### config.mk
export PLATFORM = sky130hd
export DESIGN_NAME = humidity_temp_frame_decode
export DESIGN_NICKNAME = d
export VERILOG_FILES = /design/src/hdl/htfd_pkg.sv /design/src/hdl/humidity_temp_frame_decode.sv
export SDC_FILE = /design/constraint.sdc
export NUM_CORES = 1
export LEC_CHECK = 0
export CORE_MARGIN = 2
export CORE_UTILIZATION = 45
export DETAILED_ROUTE_END_ITERATION = 10
export DONT_BUFFER_PORTS = 1
export GPL_ROUTABILITY_DRIVEN = 0
export PLACE_DENSITY = 0.72
export SLEW_MARGIN = 20
export SYNTH_ARGS = -nofsm -noshare
export SYNTH_HDL_FRONTEND = slang
export SYNTH_SLANG_ARGS = --single-unit
### constraint.sdc
create_clock -name clock -period 8.47 [get_ports clock]
set_input_delay 0.4235 -clock clock [delete_from_list [all_inputs] [get_ports clock]]
set_output_delay 0.4235 -clock clock [all_outputs]
set_load 0.02 [all_outputs]
### src/hdl/htfd_pkg.sv
// Package for the humidity/temperature frame decoder.
// Holds the item struct types, scaling constants and the CRC-8 helper.
// No dependencies.
`timescale 1ns / 1ps
`default_nettype none

package htfd_pkg;

   // CRC-8 over each 16-bit word: polynomial 0x31, seed 0xFF, MSB first.
   localparam logic [7:0] CRC_POLY = 8'h31;
   localparam logic [7:0] CRC_INIT = 8'hFF;

   // Scale factors in hundredths per full-scale raw word (divided by 65535).
   localparam logic [14:0] TEMP_SCALE = 15'd17500;
   localparam logic [14:0] HUM_SCALE  = 15'd10000;
   // Temperature zero point, -45.00 degrees, in hundredths.
   localparam logic [16:0] TEMP_BIAS  = 17'd4500;
   // Half of the divisor, added before dividing to round to nearest.
   localparam logic [31:0] HALF_DEN   = 32'd32767;
   // Reciprocal of 100 in 2^-19 units; exact for magnitudes below 43699.
   localparam logic [12:0] RECIP_100  = 13'd5243;
   localparam int          RECIP_SHIFT = 19;

   // Configuration register indexes.
   typedef enum logic [0:0] {
      CSR_TEMP_OFFSET = 1'b0,
      CSR_HUM_OFFSET  = 1'b1
   } csr_index_type;

   // One input frame.
   typedef struct packed {
      logic [7:0] temp_msb;
      logic [7:0] temp_lsb;
      logic [7:0] temp_check;
      logic [7:0] hum_msb;
      logic [7:0] hum_lsb;
      logic [7:0] hum_check;
   } frame_in_type;

   // One decoded result.
   typedef struct packed {
      logic               status;
      logic signed [15:0] temp_hundredths;
      logic signed [7:0]  temp_whole;
      logic signed [7:0]  temp_frac;
      logic signed [15:0] hum_hundredths;
      logic signed [7:0]  hum_whole;
      logic signed [7:0]  hum_frac;
   } frame_out_type;

   // Whole and fraction parts of a hundredths value.
   typedef struct packed {
      logic signed [7:0] whole;
      logic signed [7:0] frac;
   } split_type;

   // Advance the CRC by one byte.
   function automatic logic [7:0] crc8_byte(input logic [7:0] crc, input logic [7:0] data);
      logic [7:0] c;
      c = crc ^ data;
      for (int b = 0; b < 8; b++) begin
         if (c[7]) begin
            c = {c[6:0], 1'b0} ^ CRC_POLY;
         end else begin
            c = {c[6:0], 1'b0};
         end
      end
      return c;
   endfunction

   // CRC of a word, high byte first.
   function automatic logic [7:0] crc8_word(input logic [7:0] hi, input logic [7:0] lo);
      return crc8_byte(crc8_byte(CRC_INIT, hi), lo);
   endfunction

endpackage

`default_nettype wire

### src/hdl/humidity_temp_frame_decode.sv
// An accepted request item moves through a four-register pipeline (input, product,
// hundredths, output) to its response item on rsp_valid; one item per cycle is taken
// while the output moves on, and the pipeline holds its contents while rsp_ready is low.
// Reset (synchronous, active high) empties the pipeline and clears both offsets.
// Depends on htfd_pkg.
`timescale 1ns / 1ps
`default_nettype none

module humidity_temp_frame_decode (
   input  wire                          clock,
   input  wire                          reset,
   input  wire                          req_valid,
   output logic                         req_ready,
   input  htfd_pkg::frame_in_type       req_data,
   output logic                         rsp_valid,
   input  wire                          rsp_ready,
   output htfd_pkg::frame_out_type      rsp_data,
   input  wire                          csr_write,
   input  htfd_pkg::csr_index_type      csr_index,
   input  wire  [14:0]                  csr_wdata
);
   import htfd_pkg::*;

   // Offset registers.
   logic signed [14:0] temp_offset_ff, temp_offset_in;
   logic signed [14:0] hum_offset_ff,  hum_offset_in;

   // Pipeline valids and load enables.
   logic a_valid_ff, a_valid_in, b_valid_ff, b_valid_in;
   logic c_valid_ff, c_valid_in, d_valid_ff, d_valid_in;
   logic a_load, b_load, c_load, d_load;

   // Stage A: captured frame.
   frame_in_type a_frame_ff, a_frame_in;

   // Stage B: checksum result and scaled raw words.
   logic        b_bad_ff, b_bad_in;
   logic [30:0] b_tprod_ff, b_tprod_in;
   logic [30:0] b_hprod_ff, b_hprod_in;

   // Stage C: rounded hundredths with offsets.
   logic               c_bad_ff, c_bad_in;
   logic signed [15:0] c_temp_ff, c_temp_in;
   logic signed [15:0] c_hum_ff,  c_hum_in;

   // Stage D: output item.
   frame_out_type d_out_ff, d_out_in;

   // Stage C working values.
   logic [31:0]        t_num, t_sum, h_num, h_sum;
   logic [14:0]        t_q, h_q;
   logic signed [16:0] t_total, h_total;
   split_type          t_split, h_split;

   // Split a hundredths value into whole (truncated, saturated) and fraction.
   function automatic split_type split_value(input logic signed [15:0] h);
      logic        neg;
      logic [15:0] mag;
      logic [28:0] prod;
      logic [9:0]  q;
      logic [16:0] q100;
      logic [15:0] rem;
      split_type   res;
      neg  = h[15];
      mag  = neg ? 16'(-h) : 16'(h);
      prod = 29'(mag) * 29'(RECIP_100);
      q    = prod[28:RECIP_SHIFT];
      q100 = 17'({q, 6'b0}) + 17'({q, 5'b0}) + 17'({q, 2'b0});
      rem  = mag - q100[15:0];
      if (neg) begin
         res.whole = (q > 10'd128) ? -8'sd128 : 8'(-$signed({1'b0, q}));
         res.frac  = 8'(-$signed({1'b0, rem[6:0]}));
      end else begin
         res.whole = (q > 10'd127) ? 8'sd127 : 8'(q);
         res.frac  = 8'({1'b0, rem[6:0]});
      end
      return res;
   endfunction

   // Handshake: a stage loads when it is empty or its contents move on.
   always_comb begin
      d_load    = !d_valid_ff || rsp_ready;
      c_load    = !c_valid_ff || d_load;
      b_load    = !b_valid_ff || c_load;
      a_load    = !a_valid_ff || b_load;
      req_ready = a_load;
      rsp_valid = d_valid_ff;
      rsp_data  = d_out_ff;
   end

   // Configuration writes.
   always_comb begin
      temp_offset_in = temp_offset_ff;
      hum_offset_in  = hum_offset_ff;
      if (csr_write) begin
         unique case (csr_index)
            CSR_TEMP_OFFSET: temp_offset_in = $signed(csr_wdata);
            CSR_HUM_OFFSET:  hum_offset_in  = $signed(csr_wdata);
            default: ;
         endcase
      end
   end

   // Valid bits follow the load enables.
   always_comb begin
      a_valid_in = a_load ? req_valid  : a_valid_ff;
      b_valid_in = b_load ? a_valid_ff : b_valid_ff;
      c_valid_in = c_load ? b_valid_ff : c_valid_ff;
      d_valid_in = d_load ? c_valid_ff : d_valid_ff;
   end

   // Stage A input capture.
   always_comb begin
      a_frame_in = a_load ? req_data : a_frame_ff;
   end

   // Stage B: checksums and one constant multiply per word.
   always_comb begin
      b_bad_in   = b_bad_ff;
      b_tprod_in = b_tprod_ff;
      b_hprod_in = b_hprod_ff;
      if (b_load) begin
         b_bad_in = (crc8_word(a_frame_ff.temp_msb, a_frame_ff.temp_lsb)
                     != a_frame_ff.temp_check) ||
                    (crc8_word(a_frame_ff.hum_msb, a_frame_ff.hum_lsb)
                     != a_frame_ff.hum_check);
         b_tprod_in = 31'({a_frame_ff.temp_msb, a_frame_ff.temp_lsb}) * 31'(TEMP_SCALE);
         b_hprod_in = 31'({a_frame_ff.hum_msb, a_frame_ff.hum_lsb}) * 31'(HUM_SCALE);
      end
   end

   // Stage C: round-to-nearest divide by 65535, then add the offsets.
   // For n below 2^32 with quotient under 2^16, n / 65535 equals
   // (n + 1 + (n >> 16)) >> 16. No ties occur since 65535 is odd, so the
   // integer offset can be added after rounding.
   always_comb begin
      t_num   = 32'(b_tprod_ff) + HALF_DEN;
      t_sum   = t_num + 32'd1 + (t_num >> 16);
      t_q     = t_sum[30:16];
      h_num   = 32'(b_hprod_ff) + HALF_DEN;
      h_sum   = h_num + 32'd1 + (h_num >> 16);
      h_q     = h_sum[30:16];
      t_total = {{2{temp_offset_ff[14]}}, temp_offset_ff} + $signed({2'b00, t_q})
                - $signed(TEMP_BIAS);
      h_total = {{2{hum_offset_ff[14]}}, hum_offset_ff} + $signed({2'b00, h_q});
      c_bad_in  = c_load ? b_bad_ff       : c_bad_ff;
      c_temp_in = c_load ? t_total[15:0]  : c_temp_ff;
      c_hum_in  = c_load ? h_total[15:0]  : c_hum_ff;
   end

   // Stage D: split into whole and fraction; a checksum error zeroes the values.
   always_comb begin
      t_split  = split_value(c_temp_ff);
      h_split  = split_value(c_hum_ff);
      d_out_in = d_out_ff;
      if (d_load) begin
         if (c_bad_ff) begin
            d_out_in        = '0;
            d_out_in.status = 1'b1;
         end else begin
            d_out_in.status          = 1'b0;
            d_out_in.temp_hundredths = c_temp_ff;
            d_out_in.temp_whole      = t_split.whole;
            d_out_in.temp_frac       = t_split.frac;
            d_out_in.hum_hundredths  = c_hum_ff;
            d_out_in.hum_whole       = h_split.whole;
            d_out_in.hum_frac        = h_split.frac;
         end
      end
   end

   // Control registers.
   always_ff @(posedge clock) begin
      if (reset) begin
         a_valid_ff     <= 1'b0;
         b_valid_ff     <= 1'b0;
         c_valid_ff     <= 1'b0;
         d_valid_ff     <= 1'b0;
         temp_offset_ff <= '0;
         hum_offset_ff  <= '0;
      end else begin
         a_valid_ff     <= a_valid_in;
         b_valid_ff     <= b_valid_in;
         c_valid_ff     <= c_valid_in;
         d_valid_ff     <= d_valid_in;
         temp_offset_ff <= temp_offset_in;
         hum_offset_ff  <= hum_offset_in;
      end
   end

   // Payload registers.
   always_ff @(posedge clock) begin
      a_frame_ff <= a_frame_in;
      b_bad_ff   <= b_bad_in;
      b_tprod_ff <= b_tprod_in;
      b_hprod_ff <= b_hprod_in;
      c_bad_ff   <= c_bad_in;
      c_temp_ff  <= c_temp_in;
      c_hum_ff   <= c_hum_in;
      d_out_ff   <= d_out_in;
   end

endmodule

`default_nettype wire

## After elaboration in Yosys (flattened, before gate mapping)

Cells that the tools add are included.

| operators by class | value |
|---|---|
| $add $sub $neg | 21 |
| multiply operators | 4 |
| divide/modulo/power cells | 0 |
| $lt $le $gt $ge | 4 |
| equality and inequality tests | 2 |
| shift operators | 0 |
| multiplexer cells | 73 |
| bitwise gates (word level) | 39 |
| reductions and logical operators | 13 |

Operators with widths:

| cell | count |
|---|---|
| 2-to-1 mux 8 bit | 36 |
| 2-to-1 mux 6 bit | 32 |
| NOT 3 bit | 32 |
| multiplier 16 x 13 -> 29 bit (second input constant) | 3 |
| 2-to-1 mux 65 bit | 1 |
| 2-to-1 mux 16 bit | 4 |
| adder 31 x 1 -> 31 bit (second input constant) | 2 |
| adder 15 x 16 -> 16 bit | 2 |
| adder 31 x 15 -> 32 bit (second input constant) | 1 |
| negator 16 bit | 2 |
| adder 30 x 15 -> 31 bit (second input constant) | 1 |
| adder 31 x 15 -> 31 bit | 1 |
| adder 31 x 16 -> 31 bit | 1 |
| adder 7 bit | 4 |
| multiplier 16 x 10 -> 26 bit (second input constant) | 1 |
| > comparator 10 x 7 -> 1 bit (second input constant) | 2 |
| > comparator 10 x 8 -> 1 bit (second input constant) | 2 |
| != test 8 bit | 2 |
| negator 7 -> 8 bit | 2 |
| negator 8 bit | 2 |
| NOT 8 bit | 2 |
| subtractor 16 x 13 -> 16 bit (second input constant) | 1 |
| bitwise XOR 8 bit | 2 |
| subtractor 7 bit | 2 |
| 5 further kinds | 16 |

| storage, ports and cells | value |
|---|---|
| register bits after elaboration | 236 |
| latch bits | 0 |
| memory bits (writable) | 0 |
| ROM bits | 0 |
| input port bits | 69 |
| memories kept | 0 |

## Longest topological paths before layout

| depth | value |
|---|---|
| depth in word-level cells | 53 |
| mapped depth | 38 |
| gate-level depth less buffers | 37 |

## Worst setup path after synthesis

Ideal clock, no wire load.

| timing | value |
|---|---|
| path kind | reg-to-reg |
| start | register c_temp_ff[0] |
| end | register d_out_ff, in the netlist rsp_data[38] (data pin) |
| library setup time | 0.266 ns |
| arrival time | 8.573 ns |
| required time | 8.204 ns |
| path slack | -0.369 ns |
| cell stages (with the launch flop) | 36 |
| cell sequence | edfxtp_1 -> inv_1 -> ha_1 -> or3b_4 -> or3_1 -> o41ai_1 -> xor2_1 -> inv_1 -> ha_1 -> fa_1 -> fa_1 -> fa_1 -> inv_1 -> fa_1 -> inv_1 -> ha_1 -> and2_1 -> and4_1 -> and3_1 -> a221oi_2 -> o211a_1 -> or2_2 -> buf_2 -> ha_1 -> inv_1 -> ha_1 -> o21a_1 -> o21a_1 -> nor2_1 -> xnor3_1 -> xor2_1 -> xnor2_2 -> xnor2_1 -> xnor2_1 -> xor2_1 -> nor2_1 |

| on the way | value |
|---|---|
| word-level cells in the longest chain between the ends | 8 |

Ends and longest elaborated chain:

| element | line | text |
|---|---|---|
| from (decl) | humidity_temp_frame_decode.sv:43 | `logic signed [15:0] c_temp_ff, c_temp_in;` |
| from (signal assigned) | humidity_temp_frame_decode.sv:198 | `c_temp_ff <= c_temp_in;` |
| negator 16 bit | humidity_temp_frame_decode.sv:65 | `mag = neg ? 16'(-h) : 16'(h);` |
| 2-to-1 mux 16 bit * | humidity_temp_frame_decode.sv:65 |  |
| multiplier 16 x 13 -> 29 bit | humidity_temp_frame_decode.sv:66 | `prod = 29'(mag) * 29'(RECIP_100);` |
| adder 7 bit (2 in a row) | humidity_temp_frame_decode.sv:68 | `q100 = 17'({q, 6'b0}) + 17'({q, 5'b0}) + 17'({q, 2'b0});` |
| subtractor 7 bit * | humidity_temp_frame_decode.sv:69 | `rem = mag - q100[15:0];` |
| negator 7 -> 8 bit | humidity_temp_frame_decode.sv:72 | `res.frac = 8'(-$signed({1'b0, rem[6:0]}));` |
| 2-to-1 mux 16 bit * | humidity_temp_frame_decode.sv:70 | `if (neg) begin` |
| to (signal assigned) | humidity_temp_frame_decode.sv:200 | `d_out_ff <= d_out_in;` |
| to (decl) | humidity_temp_frame_decode.sv:47 | `frame_out_type d_out_ff, d_out_in;` |

Mark *: on every way between the ends. The rest lies on a longest branch, timed or not.
A chain may end at the register's enable or synchronous reset.

## Worst setup path after layout

Same ends and word-level chain as after synthesis.

==> results.md <==
* FILL cells at ~5300
* Worst r2r src: c_temp_ff[0]$_DFFE_PP_
* GRT Total Usage at 19.5%
* R2R Setup Slk at -0.13 ns
* DR DRC count at 0
* Top cell type's share of synthesized area at around 22%
* Max clock buf depth at 3
* Area contributors post-synth: edfxtp_1 (22%), ha_1 (21%), fa_1 (16%)
* Inserted Clock Buffers at 28
* Initial antenna violation count at 8
* Final Hold Fails at 0
* Worst skew pair latency at a little under 0.6 ns
* Async SR Flop Fraction at 0%
* HP Class: input pin to register
* Antenna-violating nets left at 0
* TritonCTS clock tree: yes
* Failing checks: setup timing
* Util after Layout at ~52%
* Count of flip-flops with a built-in enable after synthesis at 200
* DP Area at around 29000 µm²
* Max-cap viol count at 0
* Width of the die at 250 µm
* Tcrit/Tclk final at 102%
* First-pass GRT wire length at ~100000 µm
* Met1 usage at a little over a quarter
* Syn Inst Count at approximately 2800
* Post-synthesis register bit count at between 200 and 250
* DR WL/cell at between 15 and 20 µm
* Worst Setup Start Kind: register
* Yosys top cell by area: edfxtp_1
* Vias per cell at about 5.2
* Clock Sinks at approximately 230
* Synth Net Count at 3514
* Die Area at 62400 µm²
* Min-delay src: reset
* Vias in the first global route at roughly 19000
* CP peak stage delay at 0.56 ns
* 1st-iter DRT viols at 1130
* Syn Area/Cell at 9.86 µm²
* Total grt overflow at 0
* Die Span Y at between 200 and 250 µm
* Commonest non-fill, non-tap cell in the layout: inv_1
* H-tree Lvls at 1
* Mapped Area at 27200 µm²
* Drt pass-1 iters at 5
* Worst EP required at between 8 and 9 ns
* Vias at between 15000 and 20000
* Max Transition Viols Final at 0
* # IOs at ~140
* Pin count of the biggest net entering global routing at 64
* Register-to-Register Path Depth at 35
* Worst setup margin at -0.134 ns
* GR Util met2 at 31.8%
* Worst reg2reg path endpoint: rsp_data[38]$_SDFFCE_PP0P_
* Slowest CP cell: fa_1
* Rows at 90
* Setup violations, final at 2
* Peak Freq at 0.116 GHz
* HPWL Detailed at 50200 µm
* Setup crit end kind: register
* I/O Buffers at 0
* Starting Density at between 40% and 50%
* Clk slew on worst S/H paths at approximately 0.07 ns
* Synth unique cells at 86
* Layout cells sized above 1 at under 10%
* Sequential area share after synthesis at around a quarter
* RSZ-0062 raised after global routing: yes
* Slew at the pin with the worst max-slew slack at between 0.9 and 1 ns
* Final Critical Period at 8.60 ns
* Arr. time, crit path at 8.91 ns
* Met3 Resource Use GR at 3.46%
* Routed wire length at slightly above 60000 µm
* Commonest cells after routing, fill and taps aside: inv_1 (531), ha_1 (451), fa_1 (219)
* Hold WS at roughly 0.14 ns
* Rel. slew slack at a little under two fifths
* Total core area at ~60000 µm²
* Status: finished, violations left
* GR peak layer: met2
* Fin area at around 31000 µm²
* Area delta synth->final at 14.2%
* WS Path Type: register to register
* Clock skew at 0.0246 ns
* NumNets Final at about 3700
* Max FO, Critical Path at 5
* Main synth FF type: edfxtp_1
* Synth warn at 0
* Root Buffer: clkbuf_16
* Hold path cells at 2
* Worst Hold Path EP: temp_offset_ff[7]$_SDFFE_PP0P_
## registers in the layout (all words and copies together), names as in the netlist, 15 cells and up
register,cells
b_hprod_ff,26
a_frame_ff,48
c_temp_ff,16
rsp_data,63
b_tprod_ff,29
hum_offset_ff,15
c_hum_ff,16
temp_offset_ff,15
## synth_stat cells (12+ instances only)
library cell,number
o21bai_1,29
inv_1,543
nand2b_1,17
xnor2_1,176
ha_1,467
o211ai_1,13
clkbuf_1,25
a31oi_1,12
nor2_1,129
a21o_1,28
o21ai_0,55
nor2b_1,42
dfxtp_1,34
and3_1,22
or3_1,18
nand4_1,15
o21ai_1,12
nor3_1,44
edfxtp_1,200
xor2_1,111
nand2_1,173
nand3_1,44
a21oi_1,125
fa_1,220
o21a_1,19
## worst max path at each step
stage | start | to | slack (ns)
after floorplan | c_temp_ff[0]$_DFFE_PP_ | rsp_data[38]$_SDFFCE_PP0P_ | 0.006
after global placement | c_temp_ff[2]$_DFFE_PP_ | rsp_data[38]$_SDFFCE_PP0P_ | 0.09
after detailed placement | c_temp_ff[0]$_DFFE_PP_ | rsp_data[38]$_SDFFCE_PP0P_ | -0.05
after CTS | c_temp_ff[3]$_DFFE_PP_ | rsp_data[38]$_SDFFCE_PP0P_ | 0.002
after global routing | c_temp_ff[0]$_DFFE_PP_ | rsp_data[38]$_SDFFCE_PP0P_ | -0.46
final | c_temp_ff[0]$_DFFE_PP_ | rsp_data[38]$_SDFFCE_PP0P_ | -0.13
## worst max-delay path, delay by kind of cell, from the launching register on
family                     cells  cell delay, ns
adders and majority gates      9            3.15
AOI/OAI and AO/OA              8            1.75
xor gates and xnor gates       8            1.45
and+or+nand+nor                4            1.01
buffers and inverters          6            0.53
DFF                            1            0.42
## layout make-up
class | count | area, µm² | area share, %
multi-input cells | 1946 | 18800 | 60.6
flip-flops and latches | 234 | 6690 | 21.5
inverters | 544 | 2050 | 6.60
repair buffers | 177 | 1520 | 4.88
well taps | 782 | 978 | 3.15
clock buffers | 32 | 737 | 2.37
clock inverters | 20 | 262 | 0.842
diodes | 5 | 12.5 | 0.0403
## metrics by stage
step	instances	setup TNS, ns	setup WS [ns]
2_1_floorplan	2758	0	0.00565
3_3_place_gp	3595	0	0.0940
3_5_place_dp	3595	-0.0784	-0.0518
4_1_cts	3714	0	0.00184
5_1_grt	3736	-1.09	-0.460
6_report	3740	-0.226	-0.134
## repair_timing
action	CTS	global route
setup endpoints to repair	2	6
hold buffers	66	0
buffers inserted	1	21
pin swaps	6	55
resized for setup	6	71
endpoints found under the hold margin	82	0
## cell families (layout without fill, tap and decap cells)
family	count (synthesis)	count (layout)	share of synthesized area, %
compound gates	377	377	9.08
xor+xnor	291	291	9.55
fa+ha+maj	687	687	37.7
buf+inv	578	773	8.03
flops	234	234	24.6
mux	14	14	0.534
other cells	0	5	0
simple gates	577	577	10.5
## per-layer routing
metal / vias to the layer above / share of wire (%)
li1: 9575 / -
met1: 9395 / 45
met2: 529 / 46
met3: 109 / 6.0
met4: 8 / 2.7
met5: - / 0.082
Power is not shown: default switching activity piles up to over one toggle a cycle in this logic, so the estimate is an artifact.
